$ cat src/design/dpbw_pkg.sv
package dpbw_pkg;

  // Field widths of the pixel and of the world point.
  localparam int unsigned PIX_W   = 12;
  localparam int unsigned DEPTH_W = 16;
  localparam int unsigned OUT_W   = 24;

  // Sampling grid and coordinate mask.
  localparam int unsigned STEP       = 4;
  localparam int unsigned COORD_BITS = 12;
  localparam logic [PIX_W-1:0] COORD_MASK =
    (COORD_BITS >= PIX_W) ? {PIX_W{1'b1}} : PIX_W'((1 << COORD_BITS) - 1);

  // Grid test by reciprocal: floor(u / STEP) = (u * DIV_MULT) >> DIV_SHIFT,
  // exact for every PIX_W-bit u and STEP up to 16.
  localparam int unsigned DIV_SHIFT = PIX_W + 5;
  localparam logic [DIV_SHIFT:0] DIV_MULT =
    (DIV_SHIFT + 1)'(((1 << DIV_SHIFT) + STEP - 1) / STEP);

  // Camera point widths: x and y in mm Q.8 magnitude up to 2^36, z in mm Q.8.
  localparam int unsigned CAM_W  = 37;
  localparam int unsigned CAMZ_W = 25;
  localparam int unsigned ACC_W  = 56;

  // Register indexes of the configuration port.
  typedef enum logic [2:0] {
    CFG_POSE_X      = 3'd0,
    CFG_POSE_Y      = 3'd1,
    CFG_POSE_Z      = 3'd2,
    CFG_INV_FOCAL   = 3'd3,
    CFG_PRINCIPAL   = 3'd4,
    CFG_DEPTH_LIMIT = 3'd5
  } cfg_reg_e;

  // Reset values: identity pose, 1/512 focal reciprocals, depth 300..4000 mm.
  localparam logic [63:0] POSE_X_RST    = 64'h0000_0000_0000_4000;
  localparam logic [63:0] POSE_Y_RST    = 64'h0000_0000_4000_0000;
  localparam logic [63:0] POSE_Z_RST    = 64'h0000_4000_0000_0000;
  localparam logic [63:0] INV_FOCAL_RST = 64'h0080_0000_0080_0000;
  localparam logic [31:0] PRINCIPAL_RST = 32'h0000_0000;
  localparam logic [31:0] DEPTH_LIM_RST = 32'h0FA0_012C;

  // Load enables of the transform stages, shared by the three row units.
  typedef struct packed {
    logic s6;
    logic s7;
    logic s8;
    logic s9;
  } dpbw_adv_t;

endpackage

$ cat src/design/dpbw_row.sv
module dpbw_row (
  input  logic                                clk_i,
  input  dpbw_pkg::dpbw_adv_t                 adv_i,
  input  logic                         [63:0] row_i,
  input  logic signed [dpbw_pkg::CAM_W-1:0]   cam_x_i,
  input  logic signed [dpbw_pkg::CAM_W-1:0]   cam_y_i,
  input  logic signed [dpbw_pkg::CAMZ_W-1:0]  cam_z_i,
  output logic        [dpbw_pkg::OUT_W-1:0]   world_o
);
  import dpbw_pkg::*;

  localparam int unsigned PXY_W = CAM_W + 16;
  localparam int unsigned PZ_W  = CAMZ_W + 16;
  localparam int unsigned T_W   = 16 + 22;
  localparam int unsigned W_W   = ACC_W - 22;
  localparam logic signed [ACC_W-1:0] RND_HALF    = ACC_W'(1 << 21);
  localparam logic signed [ACC_W-1:0] RND_HALF_M1 = ACC_W'((1 << 21) - 1);

  logic signed [15:0]       c0, c1, c2;
  logic signed [PXY_W-1:0]  p0_d, p0_q, p1_d, p1_q;
  logic signed [PZ_W-1:0]   p2_d, p2_q;
  logic signed [T_W-1:0]    t_d, t_q;
  logic signed [ACC_W-1:0]  sa_d, sa_q, sb_d, sb_q, acc_d, acc_q, rnd;
  logic        [W_W-1:0]    wide;
  logic        [OUT_W-1:0]  world_d, world_q;

  // Coefficient products and the translation scaled to the product format.
  always_comb begin
    c0   = $signed(row_i[15:0]);
    c1   = $signed(row_i[31:16]);
    c2   = $signed(row_i[47:32]);
    p0_d = c0 * cam_x_i;
    p1_d = c1 * cam_y_i;
    p2_d = c2 * cam_z_i;
    t_d  = $signed({row_i[63:48], 22'b0});
  end

  // Two partial sums, then the full sum.
  always_comb begin
    sa_d  = ACC_W'(p0_q) + ACC_W'(p1_q);
    sb_d  = ACC_W'(p2_q) + ACC_W'(t_q);
    acc_d = sa_q + sb_q;
  end

  // Round half away from zero: floor((acc + 2^21 - neg) / 2^22), then saturate.
  always_comb begin
    rnd  = acc_q + (acc_q[ACC_W-1] ? RND_HALF_M1 : RND_HALF);
    wide = rnd[ACC_W-1:22];
    if (!wide[W_W-1] && (|wide[W_W-2:OUT_W-1])) begin
      world_d = {1'b0, {(OUT_W-1){1'b1}}};
    end else if (wide[W_W-1] && !(&wide[W_W-2:OUT_W-1])) begin
      world_d = {1'b1, {(OUT_W-1){1'b0}}};
    end else begin
      world_d = wide[OUT_W-1:0];
    end
  end

  always_ff @(posedge clk_i) begin
    if (adv_i.s6) begin
      p0_q <= p0_d;
      p1_q <= p1_d;
      p2_q <= p2_d;
      t_q  <= t_d;
    end
    if (adv_i.s7) begin
      sa_q <= sa_d;
      sb_q <= sb_d;
    end
    if (adv_i.s8) begin
      acc_q <= acc_d;
    end
    if (adv_i.s9) begin
      world_q <= world_d;
    end
  end

  assign world_o = world_q;

endmodule

$ cat config.mk
export PLATFORM = sky130hd
export DESIGN_NAME = dpbw_row
export DESIGN_NICKNAME = d
export VERILOG_FILES = /design/src/design/dpbw_pkg.sv /design/src/design/dpbw_row.sv
export SDC_FILE = /design/constraint.sdc
export NUM_CORES = 2
export LEC_CHECK = 0
export BUFFER_PORTS_ARGS = -buffer_cell sky130_fd_sc_hd__clkbuf_2
export CAP_MARGIN = 20
export CORE_UTILIZATION = 47
export DETAILED_ROUTE_END_ITERATION = 16
export HOLD_SLACK_MARGIN = 0.06
export PLACE_DENSITY = 0.68
export RECOVER_POWER = 50
export REMOVE_ABC_BUFFERS = 1
export SYNTH_ARGS = -nofsm -noshare
export SYNTH_HDL_FRONTEND = slang
export SYNTH_SLANG_ARGS = --single-unit
$ cat constraint.sdc
create_clock -name clk_i -period 16 [get_ports clk_i]
set_input_delay 0.8 -clock clk_i [delete_from_list [all_inputs] [get_ports clk_i]]
set_output_delay 0.8 -clock clk_i [all_outputs]
set_load 0.01 [all_outputs]
==> metrics.md <==
| Metric | Value |
|---|---|
| Global route overflow | 0 |
| Setup-failing EPs final | 0 |
| Sequential element share of the synthesized area | 0.141 |
| Worst Setup Start Kind | primary input |
| Clk slew on worst S/H paths | roughly 0.060 ns |
| Clock Sinks | roughly 340 |
| Setup TNS | 0 ns |
| Hold Path Class | flop to flop |
| Core footprint | roughly 0.15 sq mm |
| Synth warn | 0 |
| CTS HTree Levels | 2 |
| I/O pins | roughly 190 |
| Worst Path Max Fanout | 37 |
| TritonCTS clock tree | built |
| Synth cell types | 84 |
| FF-to-FF End | world_o[0] |
| Post CTS Setup Buffer Count | 0 |
| WP data arrival | 7.95 ns |
| Buffers on Ports | 191 |
| Syn Inst Count | around 7700 |
| Required time worst endpoint | 16.28 ns |
| Reg2reg start | acc_q[55] |
| Layout cell share with drive strength beyond 1 | 0.0325 |
| Crit path capture type | flop |
| Setup CP Type | primary input to flop |
| Critical path startpoint | row_i[17] |
| DR pass1 iterations | 6 |
| Synth Register Bits | 339 |
| Period utilization | 0.479 |
| R2R cell count | 11 |
| Post-Synthesis Mean Instance Area | approximately 9.4 sq um |
| Ys flop type | edfxtp_1 |
| Routability cong. | 0.915 |
| Starting DRT DRC Count | about 3300 |
| Starting Density | 0.475 |
| Core Rows | 143 |
| Final Hold Viols | 0 |
| Bufs on Longest Clock Path | 3 |
| First-pass GRT wire length | about 290 mm |
| Die span in x | between 300 and 400 um |
| Largest net degree at the start of global routing | 92 |
| Violated checks | max-capacitance violations, max-slew violations |
| Commonest cells after routing, fill and taps aside | inv_1 (1868), fa_1 (1503), nand2_1 (1114) |
| Drt wl/cell | 18.3 um |
| Detail Route Antenna Nets | 0 |
| Routed via count | 51400 |
| Final Skew | ~0.013 ns |
| Commonest non-fill, non-tap cell in the layout | inv_1 |
| Period minus WS final | between 7 and 8 ns |
| EDFF count, synth | ~340 |
| Mapped Area | roughly 0.072 sq mm |
| Asr flop ratio synth | 0 |
| Inserted Clock Buffers | 37 |
| R2r setup slk | 11.32 ns |
| DP HPWL | 143 mm |
| # hold bufs at CTS | 0 |
| CP endpoint | p1_q[52] |
| Initial antenna violation count | 5 |
| DR vias/cell | 5.29 |
| CTS resizes | 0 |
| Slew margin rel. | -2.61 |
| Die Ht | 394 um |
| Die area | between 0.15 and 0.2 sq mm |
| Slew @ Worst Pin | 5.41 ns |
| Post-Route WL | 178 mm |
| Max Slew Vio Count | ~320 |
| CTS root buf | clkbuf_16 |
| Max cap viols | 6 |
| Detailed-route DRC error count | 0 |
| Clock latency at the later pin of the worst-skew pair | 0.54 ns |
| Vias in the first global route | 55700 |
| Final nets | ~10000 |
| GRT Total Usage | 0.236 |
| RSZ-0062 raised after global routing | no |
| Max Fclk | approximately 130 MHz |
| Area growth syn-to-layout | 4.80% |
| Status | finished, violations left |
## metal layers
layer,part of all wire,global-route usage
met1,0.42,0.314
met2,0.49,0.402
met3,0.058,0.0263
met4,0.035,0.0757
met5,0,0
## registers in the layout, indices dropped and copies added (netlist names)
| signal | count |
|---|---|
| p1_q | 53 |
| sb_q | 42 |
| world_o | 24 |
| t_q | 16 |
| sa_q | 54 |
| p0_q | 53 |
| acc_q | 56 |
| p2_q | 41 |
## stage by stage
step           utilization  setup WS (ns)  hold WS, ns  cell area (sq um)  cells
3_3_place_gp         0.491           7.94        0.408              74800   9660
3_5_place_dp         0.491           7.83        0.405              74800   9661
4_1_cts              0.498           8.38        0.413              75900   9723
5_1_grt              0.498           7.86        0.422              75900   9725
2_1_floorplan            -           9.09        0.400              71300   7432
6_report             0.498           8.34        0.410              75900   9725
## layout make-up
class	instances	area, sq um
Tap cell	2030	2540
Clock buffer	45	998
Multi-Input combinational cell	5224	54100
Fill cell	14100	76600
Timing Repair Buffer	199	971
Sequential cell	339	10200
Antenna cell	2	5.00
Inverter	1869	7020
Clock inverter	17	109
## cells by family (layout without fill, tap and decap cells)
family                   after synthesis  count (layout)  synth area share
buffers and inverters               2170            2130             0.113
AND/OR/NAND/NOR                     2132            2132             0.138
adder cells (fa/ha/maj)             1998            1998             0.501
AO/OA/AOI/OAI                        814             814            0.0741
flip-flops                           339             339             0.141
XOR/XNOR                             279             279            0.0338
multiplexers                           1               1          0.000138
other                                  0               2                 0
## cells in the mapped netlist (all sizes together) (12+ instances only)
cell type  instances  share of area
nand3             63         0.0044
o21bai            20         0.0021
xor2              93          0.011
nor3              37         0.0026
o21ai            177          0.012
ha               495          0.086
or3               13         0.0012
a21oi            234          0.016
o31ai             16         0.0020
a31oi             31         0.0030
inv             1868          0.097
a211oi            31         0.0034
nand2           1114          0.058
fa              1503           0.42
nor2b             24         0.0021
a21o             150          0.016
nand2b            58         0.0050
o21a              43         0.0045
edfxtp           339           0.14
and2             515          0.045
nand4             35         0.0030
and3              27         0.0023
xnor2            186          0.023
a21boi            12         0.0012
nor2             210          0.011
clkbuf           290          0.015
## worst min path at each step
stage / end / start / depth (start not counted) / slack [ns]
6_report: sb_q[4] / p2_q[4] / 0 / 0.41
5_1_grt: sb_q[20] / p2_q[20] / 0 / 0.42
2_1_floorplan: sb_q[0] / p2_q[0] / 0 / 0.40
3_3_place_gp: sb_q[18] / p2_q[18] / 0 / 0.41
4_1_cts: sb_q[4] / p2_q[4] / 0 / 0.41
3_5_place_dp: sb_q[12] / p2_q[12] / 0 / 0.40
## worst max-delay path: stages
cell and delay (ns):
clkbuf_2 0.70, nand2_1 0.20, fa_1 0.59, inv_1 0.06, fa_1 0.53, inv_1 0.06
fa_1 0.51, inv_1 0.06, fa_1 0.49, fa_1 0.49, inv_1 0.05, fa_1 0.47
inv_1 0.04, ha_1 0.35, and4_1 0.24, a211oi_1 0.21, a21oi_1 0.14, o41ai_2 0.39
a21oi_1 0.22, o21ai_2 0.25, a211oi_2 0.15, nor4_1 0.51, o31ai_1 0.15, a21oi_1 0.20
xnor2_1 0.07
Power is not shown: default switching activity piles up to over one toggle a cycle in this logic, so the estimate is an artifact.
